### src/design/hpct_pkg.sv
// ----------------------------------------------------------------------------
// hpct_pkg
// types and constants of the host power cycle timer
// ----------------------------------------------------------------------------
`timescale 1ns / 1ps

package hpct_pkg;

  localparam int unsigned PADDR_W = 4;

  localparam logic [15:0] FORCE_OFF_RST   = 16'd300;
  localparam logic [15:0] DEFAULT_OFF_RST = 16'd1800;
  localparam logic [7:0]  POWEROFF_RST    = 8'h81;
  localparam logic [5:0]  WRITE_BYTES     = 6'd3;

  localparam logic [1:0] REG_FORCE_OFF   = 2'd0;
  localparam logic [1:0] REG_DEFAULT_OFF = 2'd1;
  localparam logic [1:0] REG_POWEROFF    = 2'd2;

  localparam logic OP_TICK  = 1'b0;
  localparam logic OP_WRITE = 1'b1;

  typedef enum logic [1:0] {
    EV_NONE     = 2'd0,
    EV_COMMAND  = 2'd1,
    EV_FORCED   = 2'd2,
    EV_RESTORED = 2'd3
  } event_e;

  typedef struct packed {
    logic       op;
    logic [5:0] byte_count;
    logic [7:0] command;
    logic [7:0] duration_low;
    logic [7:0] duration_high;
  } req_t;

  typedef struct packed {
    logic [15:0] force_off_after;
    logic [15:0] default_off_time;
    logic [7:0]  poweroff_code;
  } cfg_t;

endpackage

### src/design/hpct_if.sv
// ----------------------------------------------------------------------------
// hpct channel interfaces
// request and result channels with valid / ready handshake
// ----------------------------------------------------------------------------
`timescale 1ns / 1ps

interface hpct_req_if;
  logic       valid;
  logic       ready;
  logic       op;
  logic [5:0] byte_count;
  logic [7:0] command;
  logic [7:0] duration_low;
  logic [7:0] duration_high;

  modport source (output valid, op, byte_count, command, duration_low, duration_high,
                  input ready);
  modport sink (input valid, op, byte_count, command, duration_low, duration_high,
                output ready);
endinterface

interface hpct_res_if;
  logic       valid;
  logic       ready;
  logic       power_enable;
  logic [1:0] event_res;

  modport source (output valid, power_enable, event_res, input ready);
  modport sink (input valid, power_enable, event_res, output ready);
endinterface

### src/design/hpct_regs.sv
// ----------------------------------------------------------------------------
// hpct_regs
// apb configuration registers of the host power cycle timer
// ----------------------------------------------------------------------------
`timescale 1ns / 1ps

module hpct_regs (
  input  logic                         clk_i,
  input  logic                         rst_ni,
  input  logic                         psel,
  input  logic                         penable,
  input  logic                         pwrite,
  input  logic [hpct_pkg::PADDR_W-1:0] paddr,
  input  logic [31:0]                  pwdata,
  output logic [31:0]                  prdata,
  output logic                         pready,
  output hpct_pkg::cfg_t               cfg_o
);
  import hpct_pkg::*;

  cfg_t       cfg_q;
  logic       wr_en;
  logic [1:0] reg_idx;

  assign pready  = 1'b1;
  assign wr_en   = psel && penable && pwrite;
  assign reg_idx = paddr[PADDR_W-1:2];

  always_ff @(posedge clk_i or negedge rst_ni) begin
    if (!rst_ni) begin
      cfg_q.force_off_after  <= FORCE_OFF_RST;
      cfg_q.default_off_time <= DEFAULT_OFF_RST;
      cfg_q.poweroff_code    <= POWEROFF_RST;
    end else if (wr_en) begin
      case (reg_idx)
        REG_FORCE_OFF:   cfg_q.force_off_after  <= pwdata[15:0];
        REG_DEFAULT_OFF: cfg_q.default_off_time <= pwdata[15:0];
        REG_POWEROFF:    cfg_q.poweroff_code    <= pwdata[7:0];
        default: ;
      endcase
    end
  end

  always_comb begin
    case (reg_idx)
      REG_FORCE_OFF:   prdata = {16'd0, cfg_q.force_off_after};
      REG_DEFAULT_OFF: prdata = {16'd0, cfg_q.default_off_time};
      REG_POWEROFF:    prdata = {24'd0, cfg_q.poweroff_code};
      default:         prdata = 32'd0;
    endcase
  end

  assign cfg_o = cfg_q;

endmodule

### src/design/hpct_in_stage.sv
// ----------------------------------------------------------------------------
// hpct_in_stage
// input register of the request channel
// ----------------------------------------------------------------------------
`timescale 1ns / 1ps

module hpct_in_stage (
  input  logic           clk_i,
  input  logic           rst_ni,
  hpct_req_if.sink       req_i,
  output logic           valid_o,
  output hpct_pkg::req_t req_o,
  input  logic           take_i
);
  import hpct_pkg::*;

  logic valid_q;
  req_t req_q;
  logic load;

  assign req_i.ready = !valid_q || take_i;
  assign load        = req_i.valid && req_i.ready;

  always_ff @(posedge clk_i or negedge rst_ni) begin
    if (!rst_ni) begin
      valid_q <= 1'b0;
    end else if (load) begin
      valid_q <= 1'b1;
    end else if (take_i) begin
      valid_q <= 1'b0;
    end
  end

  always_ff @(posedge clk_i) begin
    if (load) begin
      req_q.op            <= req_i.op;
      req_q.byte_count    <= req_i.byte_count;
      req_q.command       <= req_i.command;
      req_q.duration_low  <= req_i.duration_low;
      req_q.duration_high <= req_i.duration_high;
    end
  end

  assign valid_o = valid_q;
  assign req_o   = req_q;

endmodule

### src/design/hpct_core.sv
// ----------------------------------------------------------------------------
// hpct_core
// power state update and result register
// ----------------------------------------------------------------------------
`timescale 1ns / 1ps

module hpct_core (
  input  logic           clk_i,
  input  logic           rst_ni,
  input  hpct_pkg::cfg_t cfg_i,
  input  logic           valid_i,
  input  hpct_pkg::req_t req_i,
  output logic           take_o,
  hpct_res_if.source     res_o
);
  import hpct_pkg::*;

  logic        load_on_q, load_on_d;
  logic [16:0] on_elapsed_q, on_elapsed_d;
  logic [15:0] off_elapsed_q, off_elapsed_d;
  logic [15:0] off_length_q, off_length_d;
  logic [15:0] last_length_q, last_length_d;
  logic [15:0] pending_length_q, pending_length_d;

  logic        res_valid_q;
  logic        power_q;
  event_e      event_q, event_d;

  logic [15:0] duration;
  logic        cmd_ok;
  logic [16:0] on_inc;
  logic [15:0] off_inc;

  assign take_o   = valid_i && (!res_valid_q || res_o.ready);
  assign duration = {req_i.duration_high, req_i.duration_low};
  assign cmd_ok   = (req_i.byte_count == WRITE_BYTES) && (req_i.command == cfg_i.poweroff_code);
  assign on_inc   = (&on_elapsed_q) ? on_elapsed_q : on_elapsed_q + 17'd1;
  assign off_inc  = (&off_elapsed_q) ? off_elapsed_q : off_elapsed_q + 16'd1;

  always_comb begin
    load_on_d        = load_on_q;
    on_elapsed_d     = on_elapsed_q;
    off_elapsed_d    = off_elapsed_q;
    off_length_d     = off_length_q;
    last_length_d    = last_length_q;
    pending_length_d = pending_length_q;
    event_d          = EV_NONE;
    if (req_i.op == OP_WRITE) begin
      if (cmd_ok) begin
        pending_length_d = duration;
        if (load_on_q && (duration != 16'd0)) begin
          last_length_d    = duration;
          pending_length_d = 16'd0;
          load_on_d        = 1'b0;
          off_length_d     = duration;
          off_elapsed_d    = 16'd0;
          on_elapsed_d     = 17'd0;
          event_d          = EV_COMMAND;
        end
      end
    end else if (load_on_q) begin
      on_elapsed_d = on_inc;
      if (on_inc > {1'b0, cfg_i.force_off_after}) begin
        load_on_d     = 1'b0;
        off_length_d  = (last_length_q != 16'd0) ? last_length_q : cfg_i.default_off_time;
        off_elapsed_d = 16'd0;
        on_elapsed_d  = 17'd0;
        event_d       = EV_FORCED;
      end
    end else begin
      off_elapsed_d = off_inc;
      if (off_inc >= off_length_q) begin
        on_elapsed_d  = 17'd0;
        off_elapsed_d = 16'd0;
        if (pending_length_q != 16'd0) begin
          last_length_d    = pending_length_q;
          pending_length_d = 16'd0;
          off_length_d     = pending_length_q;
          event_d          = EV_COMMAND;
        end else begin
          load_on_d = 1'b1;
          event_d   = EV_RESTORED;
        end
      end
    end
  end

  always_ff @(posedge clk_i or negedge rst_ni) begin
    if (!rst_ni) begin
      load_on_q        <= 1'b1;
      on_elapsed_q     <= 17'd0;
      off_elapsed_q    <= 16'd0;
      off_length_q     <= 16'd0;
      last_length_q    <= 16'd0;
      pending_length_q <= 16'd0;
      res_valid_q      <= 1'b0;
    end else begin
      if (take_o) begin
        load_on_q        <= load_on_d;
        on_elapsed_q     <= on_elapsed_d;
        off_elapsed_q    <= off_elapsed_d;
        off_length_q     <= off_length_d;
        last_length_q    <= last_length_d;
        pending_length_q <= pending_length_d;
        res_valid_q      <= 1'b1;
      end else if (res_o.ready) begin
        res_valid_q <= 1'b0;
      end
    end
  end

  always_ff @(posedge clk_i) begin
    if (take_o) begin
      power_q <= load_on_d;
      event_q <= event_d;
    end
  end

  assign res_o.valid        = res_valid_q;
  assign res_o.power_enable = power_q;
  assign res_o.event_res    = event_q;

endmodule

### src/design/host_power_cycle_timer.sv
// ----------------------------------------------------------------------------
// host_power_cycle_timer
// host load power switch with commanded and watchdog forced off periods
// ----------------------------------------------------------------------------
// requests come in on req_i: op 0 is a one-second tick, op 1 a received bus
// write carrying byte count, command byte and a 16-bit off duration.
// every request gives one result on res_o: power_enable after the request
// and event_res (none, commanded off, forced off, power restored).
// a request passes the input register, then the state update into the
// result register. throughput is one request per cycle while res_o
// does not stall, limited by the single state update.
// the input register takes a new request while a result waits to be taken;
// when res_o stalls, both registers fill and req_i.ready drops.
// reset powers the load, clears all counters and pending requests and
// loads the register defaults (force off after 300, default off 1800,
// power off code 0x81). registers sit on the apb port at 0x0, 0x4, 0x8.
// ----------------------------------------------------------------------------
`timescale 1ns / 1ps

module host_power_cycle_timer (
  input  logic                         clk_i,
  input  logic                         rst_ni,
  hpct_req_if.sink                     req_i,
  hpct_res_if.source                   res_o,
  input  logic                         psel,
  input  logic                         penable,
  input  logic                         pwrite,
  input  logic [hpct_pkg::PADDR_W-1:0] paddr,
  input  logic [31:0]                  pwdata,
  output logic [31:0]                  prdata,
  output logic                         pready
);
  import hpct_pkg::*;

  cfg_t cfg;
  req_t stage_req;
  logic stage_valid;
  logic stage_take;

  hpct_regs u_regs (
    .clk_i   (clk_i),
    .rst_ni  (rst_ni),
    .psel    (psel),
    .penable (penable),
    .pwrite  (pwrite),
    .paddr   (paddr),
    .pwdata  (pwdata),
    .prdata  (prdata),
    .pready  (pready),
    .cfg_o   (cfg)
  );

  hpct_in_stage u_in_stage (
    .clk_i   (clk_i),
    .rst_ni  (rst_ni),
    .req_i   (req_i),
    .valid_o (stage_valid),
    .req_o   (stage_req),
    .take_i  (stage_take)
  );

  hpct_core u_core (
    .clk_i   (clk_i),
    .rst_ni  (rst_ni),
    .cfg_i   (cfg),
    .valid_i (stage_valid),
    .req_i   (stage_req),
    .take_o  (stage_take),
    .res_o   (res_o)
  );

endmodule

### src/flat_wrapper.sv
// flat-port wrapper written by rule: the top's interface ports become plain ports
module host_power_cycle_timer_flat import hpct_pkg::*;
  (clk_i, rst_ni, psel, penable, pwrite, paddr, pwdata, prdata, pready, req_i_valid, req_i_op, req_i_byte_count, req_i_command, req_i_duration_low, req_i_duration_high, req_i_ready, res_o_valid, res_o_power_enable, res_o_event_res, res_o_ready);
  hpct_req_if req_i_i ();
  hpct_res_if res_o_i ();
  input  logic clk_i;
  input  logic rst_ni;
  input  logic psel;
  input  logic penable;
  input  logic pwrite;
  input  logic [hpct_pkg::PADDR_W-1:0] paddr;
  input  logic [31:0] pwdata;
  output logic [31:0] prdata;
  output logic pready;
  input wire logic [$bits(req_i_i.valid)-1:0] req_i_valid;
  input wire logic [$bits(req_i_i.op)-1:0] req_i_op;
  input wire logic [$bits(req_i_i.byte_count)-1:0] req_i_byte_count;
  input wire logic [$bits(req_i_i.command)-1:0] req_i_command;
  input wire logic [$bits(req_i_i.duration_low)-1:0] req_i_duration_low;
  input wire logic [$bits(req_i_i.duration_high)-1:0] req_i_duration_high;
  output wire logic [$bits(req_i_i.ready)-1:0] req_i_ready;
  output wire logic [$bits(res_o_i.valid)-1:0] res_o_valid;
  output wire logic [$bits(res_o_i.power_enable)-1:0] res_o_power_enable;
  output wire logic [$bits(res_o_i.event_res)-1:0] res_o_event_res;
  input wire logic [$bits(res_o_i.ready)-1:0] res_o_ready;
  assign req_i_i.valid = req_i_valid;
  assign req_i_i.op = req_i_op;
  assign req_i_i.byte_count = req_i_byte_count;
  assign req_i_i.command = req_i_command;
  assign req_i_i.duration_low = req_i_duration_low;
  assign req_i_i.duration_high = req_i_duration_high;
  assign req_i_ready = req_i_i.ready;
  assign res_o_valid = res_o_i.valid;
  assign res_o_power_enable = res_o_i.power_enable;
  assign res_o_event_res = res_o_i.event_res;
  assign res_o_i.ready = res_o_ready;
  host_power_cycle_timer u_core (.clk_i(clk_i), .rst_ni(rst_ni), .req_i(req_i_i), .res_o(res_o_i), .psel(psel), .penable(penable), .pwrite(pwrite), .paddr(paddr), .pwdata(pwdata), .prdata(prdata), .pready(pready));
endmodule
### config.mk
export PLATFORM = sky130hd
export DESIGN_NAME = host_power_cycle_timer_flat
export DESIGN_NICKNAME = d
export VERILOG_FILES = /design/src/design/hpct_pkg.sv /design/src/design/hpct_if.sv /design/src/design/hpct_regs.sv /design/src/design/hpct_in_stage.sv /design/src/design/hpct_core.sv /design/src/design/host_power_cycle_timer.sv /design/src/flat_wrapper.sv
export SDC_FILE = /design/constraint.sdc
export NUM_CORES = 1
export LEC_CHECK = 0
export BUFFER_PORTS_ARGS = -buffer_cell sky130_fd_sc_hd__buf_4
export CAP_MARGIN = 5
export CORE_MARGIN = 3
export CORE_UTILIZATION = 53
export DETAILED_ROUTE_END_ITERATION = 12
export HOLD_SLACK_MARGIN = 0.06
export PLACE_DENSITY = 0.77
export SETUP_SLACK_MARGIN = 0.02
export SLEW_MARGIN = 30
export SYNTH_ARGS = -nofsm -noshare
export SYNTH_HDL_FRONTEND = slang
export SYNTH_SLANG_ARGS = --single-unit
### constraint.sdc
create_clock -name clk_i -period 3.85 [get_ports clk_i]
set_clock_uncertainty 0.05 [all_clocks]
set_input_delay 0.77 -clock clk_i [delete_from_list [all_inputs] [get_ports clk_i]]
set_output_delay 0.77 -clock clk_i [all_outputs]
set_load 0.005 [all_outputs]
==> impl_metrics.toml, run 1 <==
[die]
chipWidth_um = 132
ioPinCount = 112
rows = 45
die-area_mm2 = 0.0175
start_util_pct = 54.9
fp.dieH_um = 132
coreArea_mm2 = 0.0154

[cells_and_area]
final_common_cell = "dfrtp_1"
final_util_pct = 65.2
final_cell_mix = "dfrtp_1 (113), buf_4 (112), nand2_1 (93)"
layout.filler_cells = 1196
layout-drive-gt1-share_pct = 22.9
nets = 1026
syn2layout_area_growth_pct = 18.8
seq_area_mm2 = 0.00414
diodes = 0
multi_input_area_mm2 = 0.00402

[worst_setup_path]
crit_arrival_ns = 3.97
worstSetupPathType = "reg -> reg"
crit_path_start_kind = "flop"
rr_startpoint = "u_core.u_core.on_elapsed_q[13]"
cp_max_fo = 4
startpoint = "u_core.u_core.on_elapsed_q[13]"
endpoint_kind = "flop"
cp_data_required_time_ns = 4.17

[sta]
tightest_slew_ns = 0.763
rsz0062_at_grt = "false"
setup_viol = 0
setup_tns_ns = 0
fin_ws_ns = 0.202
slew_headroom_pct = 49.0
hold_violations = 0
period_needed_ns = 3.65
finalCritPeriodShare_pct = 94.8
drv_slew = 0
max_freq_ghz = 0.274

[global_route]
grt_pass1_vias = 6606
grt_antenna_before_repair = 0
grt_pass1_wl_um = 34600
grt_max_degree = 57
track_usage_pct = 24.8
overflow = 0

[routing]
drc_errors = 0
num_vias = 6778
ant_nets = 0
via_per_inst = 5.94
wl_per_cell_um = 18.7
first_pass_iters = 5
totalWireLength_um = 21400
drt-initial-drc-count = 671

[power]
p_leak_uw = 0.00449
peakVddDrop_uv = 362
power_density_mw_per_mm2 = 495

[cts]
cts-root-buf = "clkbuf_16"
numCtsBuffers = 17
clk_latency_ns = 0.44
hold_buffers = 0
path_clk_slew_ns = 0.06
h-tree-depth = 4
clock_path_buffers = 2
clkSinkCount = 158
cts_tree = "built"

[yosys]
avgSynthCellArea_um2 = 10.2
synth_cell_type_count = 61
synth_seq_area_share_pct = 48.9
synth_seq_cells = 158
synthCells = 826
synth_ff_type = "dfrtp_1"
synthArstFlopShare_pct = 78.5
synth-edff-count = 34
yosys_warnings = 0
synth.cell_area_mm2 = 0.00846

[job]
drv_cap = 0

[worst_hold_path]
hold_class = "in -> async"

[run_status]
status = "complete, no violations"

[place]
gp_congestion = 0.915
port_buffers = 76
dp_slack_ns = 0.0357
dp_hpwl_um = 15200
[cell families (layout without fill, tap and decap cells)]
group,Yosys count,after routing,synth area share [%]
AND/OR/NAND/NOR,240,240,13.6
buffers and inverters,97,187,5.25
multiplexers,65,65,8.13
adder cells (fa/ha/maj),34,34,5.03
AO/OA/AOI/OAI,202,202,16.2
flip-flops,158,158,48.9
other,2,17,0.0887
XOR/XNOR,28,28,2.90
[Yosys cell counts, types with 7 or more instances]
cell | number | area (µm²)
dfrtp_1 | 113 | 2830
nand2_1 | 93 | 349
a21oi_1 | 57 | 285
nor2_1 | 42 | 158
inv_1 | 40 | 150
o21ai_0 | 36 | 180
mux2i_1 | 35 | 350
edfxtp_1 | 34 | 1020
ha_1 | 34 | 425
clkbuf_1 | 33 | 124
mux2_2 | 29 | 327
nand3_1 | 24 | 120
o2bb2ai_1 | 24 | 210
buf_4 | 18 | 135
a221oi_1 | 16 | 140
a31oi_1 | 16 | 100
nor4_1 | 15 | 93.8
xnor2_1 | 14 | 123
xor2_1 | 14 | 123
a41o_1 | 12 | 120
nor3_1 | 12 | 60.1
dfstp_2 | 11 | 289
nand4_1 | 11 | 68.8
and2_1 | 10 | 62.6
o21a_1 | 9 | 67.6
nand2b_1 | 7 | 43.8
[critical path, cell delays in order (launching register included)]
cell,delay (ns)
dfrtp_1,0.39
and4_4,0.25
nand4_1,0.17
nor2_2,0.14
nor4_2,0.05
buf_4,0.15
and3_1,0.21
xor2_2,0.18
ha_1,0.33
nand3_1,0.14
nor3_2,0.20
nand4_1,0.26
a211o_1,0.44
buf_4,0.17
buf_4,0.14
a21boi_0,0.19
a41o_1,0.13
[final timing paths]
kind	to	slack, ns	depth (start not counted)
worst min-delay path	u_core.u_core.off_length_q[9]	0.33	1
worst min register to register	u_core.u_core.res_o.valid	0.45	1
min in group clk_i	u_core.u_core.res_o.valid	0.45	1
max in group asynchronous	u_core.u_regs.cfg_o[26]	2.56	2
worst max-delay path	u_core.u_core.off_elapsed_q[15]	0.20	16
worst max register to register	u_core.u_core.off_elapsed_q[15]	0.20	16
[routing by layer]
layer | global-route usage (%) | routed length, µm | part of all wire [%]
met1 | 35.2 | 9600 | 45
met2 | 38.5 | 10200 | 48
met3 | 4.47 | 1140 | 5.3
met4 | 9.24 | 478 | 2.2
met5 | 0 | 0 | 0
[timing repair]
action	4_1_cts	5_1_grt
pin swaps	1	5
endpoints found under the setup margin	2	83
setup buffers	2	6
resized for setup	0	19
[registers in the layout (all words and copies together) (netlist names)]
register	cells
u_core.u_in_stage.req_o	31
u_core.u_core.pending_length_q	16
u_core.u_in_stage.valid_o	1
u_core.u_core.off_length_q	16
u_core.u_core.last_length_q	16
u_core.u_core.off_elapsed_q	16
u_core.u_core.load_on_q	1
u_core.u_core.res_o.valid	1
u_core.u_regs.cfg_o	40
u_core.u_core.res_o.event_res	2
u_core.u_core.on_elapsed_q	17
u_core.u_core.res_o.power_enable	1
[through the flow]
step	cell area (µm²)	std cells	total power, µW	hold WS [ns]
CTS	9940	1136	4980	0.343
global route	10100	1142	5230	0.379
finish	10100	1142	4980	0.327
global placement	9330	1102	3240	0.434
detailed placement	9330	1102	3290	0.447
floorplan	8530	841	2890	0.407
[power by group]
part | leakage [µW] | switching (µW) | internal (µW)
registers | 0.00188 | 215 | 2020
logic | 0.00233 | 595 | 463
clock network | 0.000283 | 724 | 960
[final cells by class]
type / instances / area share, %
sequential: 158 / 41.1
inverter: 40 / 1.49
clock inverter: 12 / 1.22
multi-input combinational: 586 / 40.0
timing repair buffer: 115 / 8.87
tap: 211 / 2.63
clock buffer: 20 / 4.65
Note: power is estimated with default switching activity, not from simulation.
==> inputs of run 2 (changes only) <==
--- a/config.mk
+++ b/config.mk
@@ -5,7 +5,7 @@
 export SDC_FILE = /design/constraint.sdc
 export NUM_CORES = 1
 export LEC_CHECK = 0
-export BUFFER_PORTS_ARGS = -buffer_cell sky130_fd_sc_hd__buf_4
+export BUFFER_PORTS_ARGS = -buffer_cell sky130_fd_sc_hd__buf_2
 export CAP_MARGIN = 5
 export CORE_MARGIN = 3
 export CORE_UTILIZATION = 53
@@ -16,4 +16,5 @@
 export SLEW_MARGIN = 30
 export SYNTH_ARGS = -nofsm -noshare
 export SYNTH_HDL_FRONTEND = slang
+export SYNTH_HIERARCHICAL = 1
 export SYNTH_SLANG_ARGS = --single-unit
==> run 2 against run 1 <==
  * First-iteration DRC count fell by 24%
  * Cell count is 4.5% higher
  * Register-to-register slack hardly changed
  * Combinational power increased by 27%
  * Worst hold slack got worse by 0.083 ns
  * Clock power is essentially flat
  * Power increased by 9.6%
  * Largest cell class is now multi-input combinational cells
==> impl_metrics.toml, run 2 <==
[global_route]
grt_max_degree = 57
grt_antenna_before_repair = 0
grt_pass1_vias = 6579
track_usage_pct = 23.7
overflow = 0
grt_pass1_wl_um = 34000

[sta]
drv_slew = 0
hold_violations = 0
tightest_slew_ns = 0.889
max_freq_ghz = 0.273
slew_headroom_pct = 40.7
finalCritPeriodShare_pct = 95.0
setup_viol = 0
period_needed_ns = 3.66

[cells_and_area]
syn2layout_area_growth_pct = 18.1
largest_reg_flops = 40
final_util_pct = 64.8
layout.filler_cells = 1232
nets = 1072
layout-drive-gt1-share_pct = 28.0
diodes = 0
final_cell_mix = "dfrtp_1 (113), nand2_1 (108), buf_2 (75)"
final_common_cell = "dfrtp_1"

[power]
cell_internal_pwr_uw = 3690
fin_total_pwr_uw = 5460
peakVddDrop_uv = 386
p_clk_share_pct = 30.9
pwr-share-comb_pct = 24.8
power_density_mw_per_mm2 = 525
p_sw_uw = 1770
power_frac_seq_pct = 44.3
p_leak_uw = 0.00481
sw_frac_of_total_pct = 32.5

[worst_setup_path]
crit_arrival_ns = 3.91
cp_top_family = "simple AND/OR/NAND/NOR gates"
worstPathCellList = "ha_2 > and3_1 > and2_1 > a21oi_2 > and4_4 > xor2_2 > ha_1 > nand4_1 > nor4_1 > a221oi_4 > o21ai_2 > a21o_1 > buf_6 > mux2_2"
reg2reg_to = "u_core/u_core/off_length_q[4]"
cpPeakStageDelay_ns = 0.50
rrSetupSlack_ns = 0.19
crit_path_start_kind = "flop"
path_buf_inv = 1
worstSetupPathType = "reg -> reg"
rr_startpoint = "u_core/u_core/on_elapsed_q[1]"
critPathSlowestCell = "nor4_1"
r2r_cells = 14
cp_max_fo = 7
endpoint_kind = "flop"
cp_data_required_time_ns = 4.10

[yosys]
synth_top_cell_by_area = "dfrtp_1"
synth-edff-count = 34
ys_top_cells_by_area = "dfrtp_1 (32%), edfxtp_1 (12%), mux2_2 (4.9%)"
ys_top_cells_by_count = "dfrtp_1 (113), nand2_1 (110), o21ai_0 (69)"
yosys_warnings = 6
synth_cell_type_count = 60
yosys.area.top_type_share_pct = 32.1
avgSynthCellArea_um2 = 10.2
synth_seq_area_share_pct = 47.0
synth.cell_area_mm2 = 0.00881
synthCells = 861
synth.most_common_cell = "dfrtp_1"
synth_seq_cells = 158
synthArstFlopShare_pct = 78.5
synth_ff_type = "dfrtp_1"

[routing]
via_per_inst = 5.73
drt-initial-drc-count = 507
first_pass_iters = 6
ant_nets = 0
totalWireLength_um = 21100
num_vias = 6838
wl_per_cell_um = 17.7
drc_errors = 0

[worst_hold_path]
hold_class = "in -> async"

[cts]
clock_path_buffers = 2
cts_tree = "built"
clk_latency_ns = 0.42
clkSinkCount = 158
cts-root-buf = "clkbuf_16"
path_clk_slew_ns = 0.07
h-tree-depth = 4
numCtsBuffers = 17

[die]
coreArea_mm2 = 0.0161
ioPinCount = 112
start_util_pct = 54.8
die-area_mm2 = 0.0182
fp.dieH_um = 135
rows = 46
chipWidth_um = 135

[place]
port_buffers = 76
dp_hpwl_um = 15200
gp_congestion = 0.879

[job]
drv_cap = 0

[run_status]
status = "complete, no violations"
## run 2: changes by cell type in the layout (fill, tap and decap cells not counted), sizes merged, moves of 16 or more
cell     delta
o2bb2ai    -20
o31ai      +22
nand2      +16
o21ai      +34
a211oi     +19
mux2       +28
a21oi      -30
## run 2: stage by stage
step           cells  setup TNS (ns)  instance area [µm²]  worst slack (ns)  hold WS (ns)
2_1_floorplan    876               0                 8870            0.0980         0.423
3_3_place_gp    1148         -0.0318                 9510           -0.0176         0.439
3_5_place_dp    1148          -0.110                 9510           -0.0550         0.446
4_1_cts         1180               0                10100            0.0530         0.250
5_1_grt         1193         -0.0840                10400           -0.0840         0.266
6_report        1193               0                10400             0.193         0.244
## run 2: timing repair
item,in CTS,in global routing
gates cloned,0,1
setup buffers,0,13
resized for setup,1,51
setup endpoints to repair,8,51
hold buffers,0,0
pin swaps,0,20
## run 2: how the worst max path moves through the flow
stage                                              start                             end  slack [ns]  depth (start not counted)
after floorplan            u_core/u_core/on_elapsed_q[4]  u_core/u_core/off_length_q[10]         0.1                         17
after global placement     u_core/u_core/on_elapsed_q[1]   u_core/u_core/on_elapsed_q[8]       -0.02                         16
after detailed placement   u_core/u_core/on_elapsed_q[6]   u_core/u_core/on_elapsed_q[4]       -0.05                         15
after CTS                  u_core/u_core/on_elapsed_q[6]  u_core/u_core/off_length_q[14]        0.05                         14
after global routing      u_core/u_core/off_elapsed_q[6]  u_core/u_core/on_elapsed_q[11]       -0.08                         15
final                      u_core/u_core/on_elapsed_q[1]   u_core/u_core/off_length_q[4]        0.19                         14
## run 2: kinds of logic (layout without fill, tap and decap cells)
logic type | Yosys count | after routing | share of synthesized area [%]
AO/OA/AOI/OAI | 180 | 180 | 13.0
XOR/XNOR | 25 | 25 | 2.49
multiplexers | 90 | 90 | 11.9
AND/OR/NAND/NOR | 275 | 275 | 15.3
other | 2 | 17 | 0.0853
adder cells (fa/ha/maj) | 34 | 34 | 4.83
buffers and inverters | 97 | 198 | 5.43
flip-flops | 158 | 158 | 47.0
## run 2: power by group through the flow
stage / sequential (µW) / combinational (µW) / clock [µW]
finish: 2420 / 1350 / 1690
global route: 2460 / 1520 / 1780
CTS: 2410 / 1310 / 1710
detailed placement: 2430 / 1300 / 0
global placement: 2420 / 1250 / 0
floorplan: 2310 / 954 / 0
## run 2: layout make-up
class | instances | area, µm² | area share, %
multi-input cells | 621 | 4450 | 42.8
flip-flops and latches | 158 | 4140 | 39.8
repair buffers | 126 | 803 | 7.72
clock buffers | 18 | 429 | 4.13
well taps | 216 | 270 | 2.60
clock inverters | 14 | 156 | 1.50
inverters | 40 | 150 | 1.44
## run 2: metal layers
layer	up-vias	share of wire, %	global-route usage, %
met2	239	48	38.4
met3	25	5.4	4.25
met5	-	0	0
li1	3271	-	-
met1	3303	45	32.8
met4	0	2.0	7.35
## run 2: worst register-to-register path, delay by kind of cell (launching register included)
family	cells	cell delay (ns)
AND/OR/NAND/NOR	5	1.23
AO/OA/AOI/OAI	4	0.78
adder cells (fa/ha/maj)	2	0.50
flip-flops	1	0.41
multiplexers	1	0.34
buffers and inverters	1	0.15
XOR/XNOR	1	0.08
